[config.mk]
export PLATFORM = sky130hd
export DESIGN_NAME = thermistor_voltage_to_temperature
export DESIGN_NICKNAME = d
export VERILOG_FILES = /design/src/rtl/tvt_pkg.sv /design/src/rtl/tvt_lut_search.sv /design/src/rtl/tvt_serial_mult.sv /design/src/rtl/tvt_serial_div.sv /design/src/rtl/thermistor_voltage_to_temperature.sv
export SDC_FILE = /design/constraint.sdc
export NUM_CORES = 1
export LEC_CHECK = 0
export ABC_AREA = 1
export BUFFER_PORTS_ARGS = -buffer_cell sky130_fd_sc_hd__buf_4
export CORE_ASPECT_RATIO = 2
export CORE_MARGIN = 2
export CORE_UTILIZATION = 35
export DETAILED_ROUTE_END_ITERATION = 8
export PLACE_DENSITY_LB_ADDON = 0.2
export SETUP_SLACK_MARGIN = 0.4
export SLEW_MARGIN = 20
export SYNTH_ARGS = -nofsm -noshare
export SYNTH_HDL_FRONTEND = slang
export SYNTH_SLANG_ARGS = --single-unit
[constraint.sdc]
create_clock -name clk -period 9.3 [get_ports clk]
set_input_delay 0.93 -clock clk [delete_from_list [all_inputs] [get_ports clk]]
set_output_delay 0.93 -clock clk [all_outputs]
set_load 0.01 [all_outputs]
[src/rtl/tvt_pkg.sv]
// Package for the thermistor voltage to temperature converter.
// Field widths, the fixed (temperature, voltage) table, the operand bundle
// and the sequencer states. No dependencies.
package tvt_pkg;

	// Field and datapath widths
	localparam int VOLT_W  = 23;                // input voltage, uV
	localparam int OUT_W   = 19;                // output temperature, mC
	localparam int TEMP_W  = 20;                // table temperature, signed
	localparam int DT_W    = 18;                // temperature step between rows
	localparam int PROD_W  = DT_W + VOLT_W;     // step times voltage offset
	localparam int CNT_W   = $clog2(DT_W + 1);  // serial step counter

	// Table geometry
	localparam int ROM_ROWS          = 17;
	localparam int ROW_W             = $clog2(ROM_ROWS);
	localparam int TABLE_ENTRIES_DEF = 17;

	// Operands handed from the table search to the arithmetic
	typedef struct packed {
		logic                     clamp;  // t1 is the final answer
		logic signed [TEMP_W-1:0] t1;
		logic [DT_W-1:0]          dt;
		logic [VOLT_W-1:0]        dm;
		logic [VOLT_W-1:0]        dv;
	} lut_op_t;

	typedef enum logic [1:0] {
		ST_IDLE,
		ST_SEARCH,
		ST_MUL,
		ST_DIV
	} tvt_state_t;

	// Row temperature in mC
	function automatic logic signed [TEMP_W-1:0] rom_temp(input logic [ROW_W-1:0] idx);
		case (idx)
			0:       rom_temp = -20'sd30000;
			1:       rom_temp = 20'sd0;
			2:       rom_temp = 20'sd10000;
			3:       rom_temp = 20'sd20000;
			4:       rom_temp = 20'sd25000;
			5:       rom_temp = 20'sd30000;
			6:       rom_temp = 20'sd35000;
			7:       rom_temp = 20'sd40000;
			8:       rom_temp = 20'sd45000;
			9:       rom_temp = 20'sd50000;
			10:      rom_temp = 20'sd55000;
			11:      rom_temp = 20'sd60000;
			12:      rom_temp = 20'sd65000;
			13:      rom_temp = 20'sd80000;
			14:      rom_temp = 20'sd100000;
			15:      rom_temp = 20'sd150000;
			default: rom_temp = 20'sd200000;
		endcase
	endfunction

	// Row voltage in uV, falling with the index
	function automatic logic [VOLT_W-1:0] rom_volt(input logic [ROW_W-1:0] idx);
		case (idx)
			0:       rom_volt = 23'd2838012;
			1:       rom_volt = 23'd2295013;
			2:       rom_volt = 23'd1995715;
			3:       rom_volt = 23'd1665955;
			4:       rom_volt = 23'd1500000;
			5:       rom_volt = 23'd1338778;
			6:       rom_volt = 23'd1185666;
			7:       rom_volt = 23'd1043052;
			8:       rom_volt = 23'd912607;
			9:       rom_volt = 23'd794928;
			10:      rom_volt = 23'd690353;
			11:      rom_volt = 23'd598078;
			12:      rom_volt = 23'd517378;
			13:      rom_volt = 23'd334754;
			14:      rom_volt = 23'd190300;
			15:      rom_volt = 23'd53797;
			default: rom_volt = 23'd18980;
		endcase
	endfunction

endpackage

[src/rtl/tvt_lut_search.sv]
// Table search: clamps at the table ends, else walks the rows one per cycle
// to find the bracketing pair and forms the interpolation operands.
// Depends on tvt_pkg.
module tvt_lut_search import tvt_pkg::*; #(
	parameter int ROWS = TABLE_ENTRIES_DEF
) (
	input  logic              clk,
	input  logic              arst_n,
	input  logic              start,
	input  logic [VOLT_W-1:0] sense_uv,
	output logic              done,
	output lut_op_t           op
);

	localparam logic [ROW_W-1:0] LAST = ROW_W'(ROWS - 1);
	localparam logic [ROW_W-1:0] PEN  = ROW_W'(ROWS - 2);

	logic              active_q;
	logic              done_q;
	logic [ROW_W-1:0]  idx_q;
	logic [VOLT_W-1:0] u_q;
	lut_op_t           op_q;

	logic                     cold, hot, hit;
	logic [VOLT_W-1:0]        v_hi, v_lo;
	logic signed [TEMP_W-1:0] t_hi, t_lo, dt_full;
	logic [VOLT_W-1:0]        dv;

	// end clamps, checked on the incoming beat
	assign cold = sense_uv >= rom_volt('0);
	assign hot  = sense_uv <= rom_volt(LAST);

	// current row pair
	assign v_hi    = rom_volt(idx_q);
	assign v_lo    = rom_volt(idx_q + 1'b1);
	assign t_hi    = rom_temp(idx_q);
	assign t_lo    = rom_temp(idx_q + 1'b1);
	assign dt_full = t_lo - t_hi;
	assign dv      = v_hi - v_lo;
	assign hit     = ((u_q <= v_hi) && (u_q >= v_lo)) || (idx_q == PEN);

	// control
	always_ff @(posedge clk or negedge arst_n) begin
		if (!arst_n) begin
			active_q <= 1'b0;
			done_q   <= 1'b0;
			idx_q    <= '0;
		end else begin
			done_q <= 1'b0;
			if (start) begin
				idx_q <= '0;
				if (cold || hot) begin
					done_q <= 1'b1;
				end else begin
					active_q <= 1'b1;
				end
			end else if (active_q) begin
				if (hit) begin
					active_q <= 1'b0;
					done_q   <= 1'b1;
				end else begin
					idx_q <= idx_q + 1'b1;
				end
			end
		end
	end

	// operands
	always_ff @(posedge clk) begin
		if (start) begin
			u_q      <= sense_uv;
			op_q.dt  <= '0;
			op_q.dm  <= '0;
			op_q.dv  <= '0;
			op_q.clamp <= 1'b1;
			op_q.t1  <= cold ? rom_temp('0) : rom_temp(LAST);
		end else if (active_q && hit) begin
			op_q.clamp <= (dv == '0);
			op_q.t1    <= t_hi;
			op_q.dt    <= dt_full[DT_W-1:0];
			op_q.dm    <= v_hi - u_q;
			op_q.dv    <= dv;
		end
	end

	assign done = done_q;
	assign op   = op_q;

endmodule

[src/rtl/tvt_serial_mult.sv]
// Bit-serial shift-add multiplier: one multiplier bit per cycle, MSB first.
// Depends on tvt_pkg.
module tvt_serial_mult import tvt_pkg::*; (
	input  logic              clk,
	input  logic              arst_n,
	input  logic              start,
	input  logic [DT_W-1:0]   mplier,
	input  logic [VOLT_W-1:0] mcand,
	output logic              done,
	output logic [PROD_W-1:0] prod
);

	logic [CNT_W-1:0]  cnt_q;
	logic              done_q;
	logic [PROD_W-1:0] prod_q;
	logic [DT_W-1:0]   mplier_q;
	logic [VOLT_W-1:0] mcand_q;
	logic [PROD_W-1:0] prod_next;

	// one partial product per step
	assign prod_next = {prod_q[PROD_W-2:0], 1'b0}
		+ (mplier_q[DT_W-1] ? PROD_W'(mcand_q) : '0);

	// step counter
	always_ff @(posedge clk or negedge arst_n) begin
		if (!arst_n) begin
			cnt_q  <= '0;
			done_q <= 1'b0;
		end else begin
			done_q <= 1'b0;
			if (start) begin
				cnt_q <= CNT_W'(DT_W);
			end else if (cnt_q != '0) begin
				cnt_q  <= cnt_q - 1'b1;
				done_q <= (cnt_q == CNT_W'(1));
			end
		end
	end

	// datapath shift registers
	always_ff @(posedge clk) begin
		if (start) begin
			prod_q   <= '0;
			mplier_q <= mplier;
			mcand_q  <= mcand;
		end else if (cnt_q != '0) begin
			prod_q   <= prod_next;
			mplier_q <= {mplier_q[DT_W-2:0], 1'b0};
		end
	end

	assign done = done_q;
	assign prod = prod_q;

endmodule

[src/rtl/tvt_serial_div.sv]
// Restoring divider, one quotient bit per cycle. The quotient is known to
// fit DT_W bits, so the upper dividend bits seed the partial remainder.
// Depends on tvt_pkg.
module tvt_serial_div import tvt_pkg::*; (
	input  logic              clk,
	input  logic              arst_n,
	input  logic              start,
	input  logic [PROD_W-1:0] dividend,
	input  logic [VOLT_W-1:0] divisor,
	output logic              done,
	output logic [DT_W-1:0]   quotient
);

	logic [CNT_W-1:0]  cnt_q;
	logic              done_q;
	logic [VOLT_W-1:0] rem_q;
	logic [DT_W-1:0]   low_q;
	logic [VOLT_W-1:0] dv_q;
	logic [VOLT_W:0]   trial, diff;
	logic              ge;

	// trial subtract
	assign trial = {rem_q, low_q[DT_W-1]};
	assign diff  = trial - {1'b0, dv_q};
	assign ge    = trial >= {1'b0, dv_q};

	// step counter
	always_ff @(posedge clk or negedge arst_n) begin
		if (!arst_n) begin
			cnt_q  <= '0;
			done_q <= 1'b0;
		end else begin
			done_q <= 1'b0;
			if (start) begin
				cnt_q <= CNT_W'(DT_W);
			end else if (cnt_q != '0) begin
				cnt_q  <= cnt_q - 1'b1;
				done_q <= (cnt_q == CNT_W'(1));
			end
		end
	end

	// remainder and dividend/quotient shift register
	always_ff @(posedge clk) begin
		if (start) begin
			rem_q <= dividend[PROD_W-1:DT_W];
			low_q <= dividend[DT_W-1:0];
			dv_q  <= divisor;
		end else if (cnt_q != '0) begin
			rem_q <= ge ? diff[VOLT_W-1:0] : trial[VOLT_W-1:0];
			low_q <= {low_q[DT_W-2:0], ge};
		end
	end

	assign done     = done_q;
	assign quotient = low_q;

endmodule

[src/rtl/thermistor_voltage_to_temperature.sv]
// Thermistor voltage (uV) to temperature (mC), piecewise-linear table.
// A beat that clamps at a table end needs only the search; otherwise the search
// walks rows 0..k to the bracketing row k (0..ROWS-2), then a serial multiply
// and a serial divide run, with handoff, before the result is registered.
// One beat in flight; busy is high from accept until the result strobe.
// arst_n clears the sequencer and strobes; the result port is not cleared.
module thermistor_voltage_to_temperature import tvt_pkg::*; #(
	parameter int TABLE_ENTRIES = TABLE_ENTRIES_DEF
) (
	input  logic                    clk,
	input  logic                    arst_n,
	input  logic                    start,
	output logic                    busy,
	input  logic [VOLT_W-1:0]       sense_uv,
	output logic                    done,
	output logic signed [OUT_W-1:0] temp_mc
);

	localparam int ROWS = (TABLE_ENTRIES < 2) ? 2
		: ((TABLE_ENTRIES > ROM_ROWS) ? ROM_ROWS : TABLE_ENTRIES);

	tvt_state_t state_q, state_d;

	logic              srch_start, srch_done;
	lut_op_t           srch_op;
	logic              mul_start, mul_done;
	logic [PROD_W-1:0] mul_prod;
	logic              div_start, div_done;
	logic [DT_W-1:0]   div_quot;

	logic                     load_clamp, load_interp;
	logic signed [TEMP_W-1:0] interp;
	logic                     done_q;
	logic signed [OUT_W-1:0]  temp_mc_q;

	tvt_lut_search #(.ROWS(ROWS)) u_search (
		.clk      (clk),
		.arst_n   (arst_n),
		.start    (srch_start),
		.sense_uv (sense_uv),
		.done     (srch_done),
		.op       (srch_op)
	);

	tvt_serial_mult u_mult (
		.clk    (clk),
		.arst_n (arst_n),
		.start  (mul_start),
		.mplier (srch_op.dt),
		.mcand  (srch_op.dm),
		.done   (mul_done),
		.prod   (mul_prod)
	);

	tvt_serial_div u_div (
		.clk      (clk),
		.arst_n   (arst_n),
		.start    (div_start),
		.dividend (mul_prod),
		.divisor  (srch_op.dv),
		.done     (div_done),
		.quotient (div_quot)
	);

	// sequencer state
	always_ff @(posedge clk or negedge arst_n) begin
		if (!arst_n) begin
			state_q <= ST_IDLE;
		end else begin
			state_q <= state_d;
		end
	end

	// next state and unit starts
	always_comb begin
		state_d     = state_q;
		srch_start  = 1'b0;
		mul_start   = 1'b0;
		div_start   = 1'b0;
		load_clamp  = 1'b0;
		load_interp = 1'b0;
		case (state_q)
			ST_IDLE: begin
				if (start) begin
					srch_start = 1'b1;
					state_d    = ST_SEARCH;
				end
			end
			ST_SEARCH: begin
				if (srch_done) begin
					if (srch_op.clamp) begin
						load_clamp = 1'b1;
						state_d    = ST_IDLE;
					end else begin
						mul_start = 1'b1;
						state_d   = ST_MUL;
					end
				end
			end
			ST_MUL: begin
				if (mul_done) begin
					div_start = 1'b1;
					state_d   = ST_DIV;
				end
			end
			ST_DIV: begin
				if (div_done) begin
					load_interp = 1'b1;
					state_d     = ST_IDLE;
				end
			end
			default: state_d = ST_IDLE;
		endcase
	end

	assign interp = srch_op.t1 + $signed({{(TEMP_W-DT_W){1'b0}}, div_quot});

	// result strobe
	always_ff @(posedge clk or negedge arst_n) begin
		if (!arst_n) begin
			done_q <= 1'b0;
		end else begin
			done_q <= load_clamp || load_interp;
		end
	end

	// result register
	always_ff @(posedge clk) begin
		if (load_clamp) begin
			temp_mc_q <= srch_op.t1[OUT_W-1:0];
		end else if (load_interp) begin
			temp_mc_q <= interp[OUT_W-1:0];
		end
	end

	assign busy    = (state_q != ST_IDLE);
	assign done    = done_q;
	assign temp_mc = temp_mc_q;

	// an accepted beat makes the block busy
	a_accept_busy: assert property (@(posedge clk) disable iff (!arst_n)
		(start && !busy) |=> busy)
		else $error("accepted beat did not raise busy");

	// a result only follows work in progress
	a_done_after_work: assert property (@(posedge clk) disable iff (!arst_n)
		done |-> $past(busy))
		else $error("result strobe without a beat in flight");

	// the search and the serial units never finish together
	a_units_exclusive: assert property (@(posedge clk) disable iff (!arst_n)
		$onehot0({srch_done, mul_done, div_done}))
		else $error("two units finished in the same cycle");

	// results stay between the table end temperatures
	a_result_range: assert property (@(posedge clk) disable iff (!arst_n)
		done |-> (temp_mc >= -19'sd30000) && (temp_mc <= 19'sd200000))
		else $error("temperature outside table range");

endmodule

* Yosys cells after proc, flatten, opt, wreduce, memory -nomap -nowiden *
Memories as Yosys holds them, arrays and structs flattened.
Index checks and enable logic that the tools add are counted.

operators by class
  add/subtract/negate cells = 9
  $lt $le $gt $ge = 5
  eq/ne operators = 12
  multiplexer cells = 54
  reduce and logical (&&, ||, !) cells = 17

operator list
  kind                                                                     count
  83-bit 2-to-1 mux                                                        2
  23-bit 2-to-1 mux                                                        6
  18-bit 2-to-1 mux                                                        5
  19-bit 2-to-1 mux                                                        4
  23-bit subtractor                                                        3
  41-bit adder                                                             1
  5-bit 2-to-1 mux                                                         7
  24-bit by 23-bit >= comparator with 1-bit output                         1
  1-bit 2-to-1 mux                                                         24
  23-bit by 22-bit >= comparator with 1-bit output, second input constant  1
  23-bit >= comparator                                                     1
  23-bit by 15-bit <= comparator with 1-bit output, second input constant  1
  23-bit <= comparator                                                     1
  23-bit logical NOT                                                       1
  19-bit adder                                                             1
  18-bit subtractor                                                        1
  2-bit nonzero test                                                       6
  5-bit by 1-bit equality test with 1-bit output, second input constant    2
  2-bit 2-to-1 mux                                                         5
  5-bit nonzero test                                                       2
  5-bit by 1-bit subtractor with 5-bit output, second input constant       2
  2-bit case mux with 4 select lines                                       1
  2-bit by 1-bit != test with 1-bit output, second input constant          3
  2-bit != test, second input constant                                     3
  9 further kinds                                                          13

word-level totals
  register bits = 294
  ROM bits = 1248
  input port bits = 26
  logic and storage cells = 123
  memories = 4

memories
  memory           depth  width  rd ports  clocked after memory_dff  wr ports  RTL line       RTL
  (no name shown)  16     22     1         0                         0         tvt_pkg.sv:60  case (idx)
  (no name shown)  16     22     1         0                         0         tvt_pkg.sv:60
  (no name shown)  16     17     1         0                         0         tvt_pkg.sv:37  case (idx)
  (no name shown)  16     17     1         0                         0         tvt_pkg.sv:37

* Longest topological paths before layout *
An unclocked memory read counts as a cell.

  depth after elaboration = 9
  mapped depth = 28

* Cells and area by module *
Synthesis repeated with hierarchy kept, for this count alone.

unflattened totals
  cells, all modules = 3066
  area, all modules = 21669.5 um^2

modules (own cells, without submodules)
  module                             times used  cells an instance  area each (um^2)  seq. area each (um^2)
  tvt_lut_search                     1           1292               9096.2            2587.5
  tvt_serial_mult                    1           841                5783.0            2202.1
  tvt_serial_div                     1           643                4779.6            2072.0
  thermistor_voltage_to_temperature  1           290                2010.7            645.6

* Least setup slack after synthesis *
No wires, ideal clock.

  kind = flip-flop to flip-flop
  start = register u_search.idx_q[0]
  end = register u_search.op_q, in the netlist u_search.op[67] (enable)
  setup time = 0.350 ns
  arrival time = 3.597 ns
  required time = 8.950 ns
  setup slack = 5.353 ns
  cell stages (with the launch flop) = 20
  path buffers = 3
  cell sequence = dfrtp_1 > ha_1 > inv_2 > nor2_1 > ha_1 > clkbuf_1 > inv_1 > clkbuf_1 > nor3_1 > a31oi_1 > ha_1 > nand2_1 > nor4_1 > nand4_1 > nand4_1 > nand2_2 > nand2_4 > nand2_4 > nand2_4 > buf_2

between the ends
  cells in the longest elaborated chain, start to end = 8
  elaborated cells on any way between the ends = 12
  classes of those cells = 1 x add/sub; 2 x order compare; 1 x eq/ne; 2 x mux; 4 x reduce/logical; 2 x memory

RTL lines
  item                                    RTL line              RTL
  start, declared                         tvt_lut_search.sv:20  logic [ROW_W-1:0] idx_q;
  start signal, assigned                  tvt_lut_search.sv:62  idx_q <= idx_q + 1'b1;
  5-bit by 1-bit adder with 5-bit output  tvt_lut_search.sv:35  assign v_lo = rom_volt(idx_q + 1'b1);
  memory read 16 x 22 bit                 n/a
  23-bit 2-to-1 mux                       tvt_pkg.sv:60
  23-bit >= comparator                    tvt_lut_search.sv:40  assign hit = ((u_q <= v_hi) && (u_q >= v_lo)) || (idx_q == PEN);
  1-bit logical AND                       tvt_lut_search.sv:40
  1-bit logical OR (*)                    tvt_lut_search.sv:40
  1-bit logical AND (*)                   tvt_lut_search.sv:77  end else if (active_q && hit) begin
  2-bit nonzero test (no line) (*)        n/a
  end, declared                           tvt_lut_search.sv:22  lut_op_t op_q;

Every way passes the cells marked *; elsewhere a longest branch is shown, timed or not.
A chain may end at the register's enable or synchronous reset.

* Worst setup path after layout *
  start = register u_search.idx_q[0]
  end = register u_search.op_q, in the netlist u_search.op[24]

between the ends
  cells in the longest elaborated chain, start to end = 7
  elaborated cells on any way between the ends = 12
  classes of those cells = 2 x add/sub; 2 x order compare; 1 x eq/ne; 2 x mux; 3 x reduce/logical; 2 x memory

RTL lines
  item                                    RTL line
  5-bit by 1-bit adder with 5-bit output  tvt_lut_search.sv:35
  memory read 16 x 22 bit                 n/a
  23-bit 2-to-1 mux                       tvt_pkg.sv:60
  23-bit >= comparator                    tvt_lut_search.sv:40
  1-bit logical AND                       tvt_lut_search.sv:40
  1-bit logical OR                        tvt_lut_search.sv:40
  1-bit logical AND                       tvt_lut_search.sv:77

Several ways; a longest one is shown, not always the timed one.

==> run_results.csv <==
group,metric,value,unit
global_route,grt_pass1_wl,100200,µm
floorplanning,pin_count,47,
power,ir_worst_vdd,0.1728,mV
yosys,synthArstFlopShare,7.719,%
route,avgViaCountPerCell,5.224,
yosys,synthFlopType,"edfxtp_1",
power,internal-power,2.241,mW
hold_path,hold_class,"in -> async",
setup_path,start_kind,"register",
power,power.leakage,9.823,nW
yosys,synth_area_leaders,"edfxtp_1 (25%), dfxtp_1 (11%), nand2_1 (10%)",
yosys,synth_top_area_share,24.59,%
clocking,cts_tree,"built",
clocking,cts_sinks,285,
placed_design,gp_congestion,1.059,
clocking,ctsHoldBuffers,0,
setup_path,crit_arrival,6.41,ns
yosys,yosysWarnings,0,
power,p_seq_share,41.0,%
yosys,yosysUniqueCellTypes,70,
final_layout,fin_cells,3295,
floorplanning,die_w,171.1,µm
yosys,synth_enable_flop_cells,160,
placed_design,post-dp-hpwl,52840,µm
global_route,grt_usage,22.66,%
final_layout,nets,2716,
timing,worst_pin_slew,1.296,ns
yosys,synth-seq-area-share,37.97,%
clocking,numCtsBuffers,29,
clocking,root_buffer,"clkbuf_16",
setup_path,required,9.75,ns
route,drtIter0Drc,1056,
global_route,overflow,0,
power,pwr-share-comb,21.4,%
timing,setup_viol,0,
final_layout,fin_util,39.05,%
timing,fin_crit,5.964,ns
timing,fin_crit_sh,64.13,%
clocking,cts_setup_buffers,0,
yosys,avgSynthCellArea,7.795,µm²
timing,finalHoldViolCount,0,
floorplanning,fp.dieH,338.1,µm
timing,fmax,0.1677,GHz
placed_design,pre_cts_slack,3.359,ns
status,outcome,"complete, no violations",
yosys,yosys.area.top_type,"edfxtp_1",
route,wirelength,65600,µm
clocking,clk_latency,0.57,ns
floorplanning,core_area,55260,µm²
global_route,antenna_found_initial,0,
clocking,cts.path.max_buffers,3,
final_layout,final_cell_mix,"nand2_1 (518), inv_1 (341), nor2_1 (198)",
floorplanning,start_util,35.35,%
global_route,grt_max_degree,76,
power,p_sw_share,31.01,%
timing,rsz0062_at_grt,"no",
power,net-switching-power,1.007,mW
setup_path,cp-end-kind,"register",
timing,tns,0,ns
route,postRouteAntennaNets,0,
floorplanning,row_count,122,
timing,maxSlewHeadroom,13.59,%
placed_design,dp_cells,3242,
yosys,syn_nets,2693,
clocking,cts.htree.levels,1,
power,pwr-share-clk,37.6,%
final_layout,n_fill_cell,5770,
route,wl_per_cell,19.91,µm
timing,worst_slack,3.336,ns
route,drt-pass1-iter-count,6,
route,vias,17213,
route,drc,0,
timing,fin_skew,0.01795,ns
yosys,synth_cells,2506,
setup_path,reg2reg_depth,18,
yosys,ys_ff_latch,285,
final_layout,area_growth,10.47,%
placed_design,placement.io_buffers,46,
global_route,grt_pass1_vias,17751,
power,p_per_area,150.5,nW/µm²
timing,drv_slew,0,
floorplanning,die_area,57840,µm²
clocking,clkTransAtPathRegs,0.06,ns
setup_path,cp_max_fo,65,
yosys,syn_area,19530,µm²
final_layout,layout_commonest_cell,"nand2_1",
final_layout,drive_above_1_share,6.860,%
setup_path,path_class,"reg -> reg",
run,max_cap_viol_count,0,
final_layout,antennaDiodeCount,0,
clocking,ctsResizeCount,0,
==> synthesized netlist by cell type, drive strengths merged (20+ instances only) <==
cell type	count
buf	27
o22ai	22
xor2	42
o211ai	26
nor3	36
clkbuf	45
nor4	20
dfxtp	103
inv	352
a31oi	22
o21ai	233
o21bai	24
xnor2	42
nand2	535
nor2	202
nand4	26
a21oi	190
dfrtp	22
nand3	107
edfxtp	160
ha	155
==> path summary, 6_finish.rpt <==
| kind | start | to | slack [ns] |
|---|---|---|---|
| max | u_search.idx_q[0]$_DFFE_PN0P_ | u_search.op[24]$_SDFFE_PP0P_ | 3.34 |
| min | arst_n | done$_DFF_PN0_ | 0.30 |
| max reg2reg | u_search.idx_q[0]$_DFFE_PN0P_ | u_search.op[24]$_SDFFE_PP0P_ | 3.34 |
| min reg2reg | u_search.op[39]$_SDFFE_PP0P_ | u_mult.mcand_q[16]$_DFFE_PP_ | 0.42 |
| max in group asynchronous | arst_n | u_div.done$_DFF_PN0_ | 8.67 |
| min in group clk | u_search.op[39]$_SDFFE_PP0P_ | u_mult.mcand_q[16]$_DFFE_PP_ | 0.42 |
==> flip-flops by register name, summed over array words and instances, names as in the netlist, named ones only <==
| register | cells |
|---|---|
| temp_mc | 19 |
| u_search.op | 78 |
| u_div.cnt_q | 5 |
| u_mult.mcand_q | 23 |
| u_div.dv_q | 23 |
| state_q | 1 |
| u_search.u_q | 23 |
| u_mult.prod | 41 |
| u_mult.cnt_q | 5 |
| u_div.rem_q | 23 |
| u_search.active_q | 1 |
| u_mult.done | 1 |
| u_search.done | 1 |
| u_div.done | 1 |
| u_mult.mplier_q | 15 |
| u_search.idx_q | 5 |
| done | 1 |
| u_div.quotient | 18 |
==> critical path: stages, from the launching register on <==
cell and delay, ns:
dfrtp_1 0.71, ha_1 0.50, inv_2 0.16, nor2_1 0.34, ha_1 0.31, inv_1 0.36
nor3_1 0.16, a31oi_1 0.62, ha_1 0.38, nand2_1 0.12, o21ai_0 0.14, a221oi_1 0.33
nand4_1 0.27, nand2_2 0.20, nand2_4 0.08, nand3_2 0.06, buf_4 0.56, inv_2 0.26
a22o_1 0.26
==> kinds of logic (layout without fill, tap and decap cells) <==
group / Yosys count / after routing / synth area share, %
compound gates: 609 / 609 / 18.12
xor+xnor: 84 / 84 / 3.766
fa+ha+maj: 161 / 161 / 10.54
buf+inv: 426 / 471 / 8.685
flops: 285 / 285 / 37.97
simple gates: 941 / 941 / 20.92
==> layout make-up <==
class / count / area, µm² / area share, %
Clock buffer: 36 / 793.3 / 3.676
Clock inverter: 17 / 185.2 / 0.8581
Inverter: 354 / 1331 / 6.169
Multi-Input combinational cell: 1795 / 10440 / 48.39
Sequential cell: 285 / 7417 / 34.37
Tap cell: 744 / 930.9 / 4.314
Timing Repair Buffer: 64 / 480.5 / 2.226
==> power groups by stage <==
| stage | Sequential (mW) | Combinational, mW | Clock [mW] |
|---|---|---|---|
| 3_5_place_dp | 1.36 | 0.681 | 0 |
| 5_1_grt | 1.33 | 0.758 | 1.30 |
| 2_1_floorplan | 1.36 | 0.457 | 0 |
| 6_report | 1.33 | 0.695 | 1.22 |
| 4_1_cts | 1.33 | 0.685 | 1.26 |
| 3_3_place_gp | 1.36 | 0.683 | 0 |
==> metrics by stage <==
step	total power, mW	hold WS (ns)	cell area, µm²
after global routing	3.388	0.3015	21580
after detailed placement	2.041	0.4165	20600
after CTS	3.278	0.2854	21580
after floorplan	1.814	0.4086	19540
final	3.249	0.2991	21580
after global placement	2.042	0.4175	20600
==> layer usage <==
| layer | track usage [%] | share of wire (%) | vias to the layer above |
|---|---|---|---|
| met5 | 0 | 0 | - |
| met1 | 21.99 | 35 | 8009 |
| met3 | 2.163 | 3.2 | 195 |
| li1 | - | - | 8564 |
| met4 | 15.78 | 8.2 | 0 |
| met2 | 43.61 | 54 | 445 |
No activity file was read; power rests on OpenSTA's default activity.
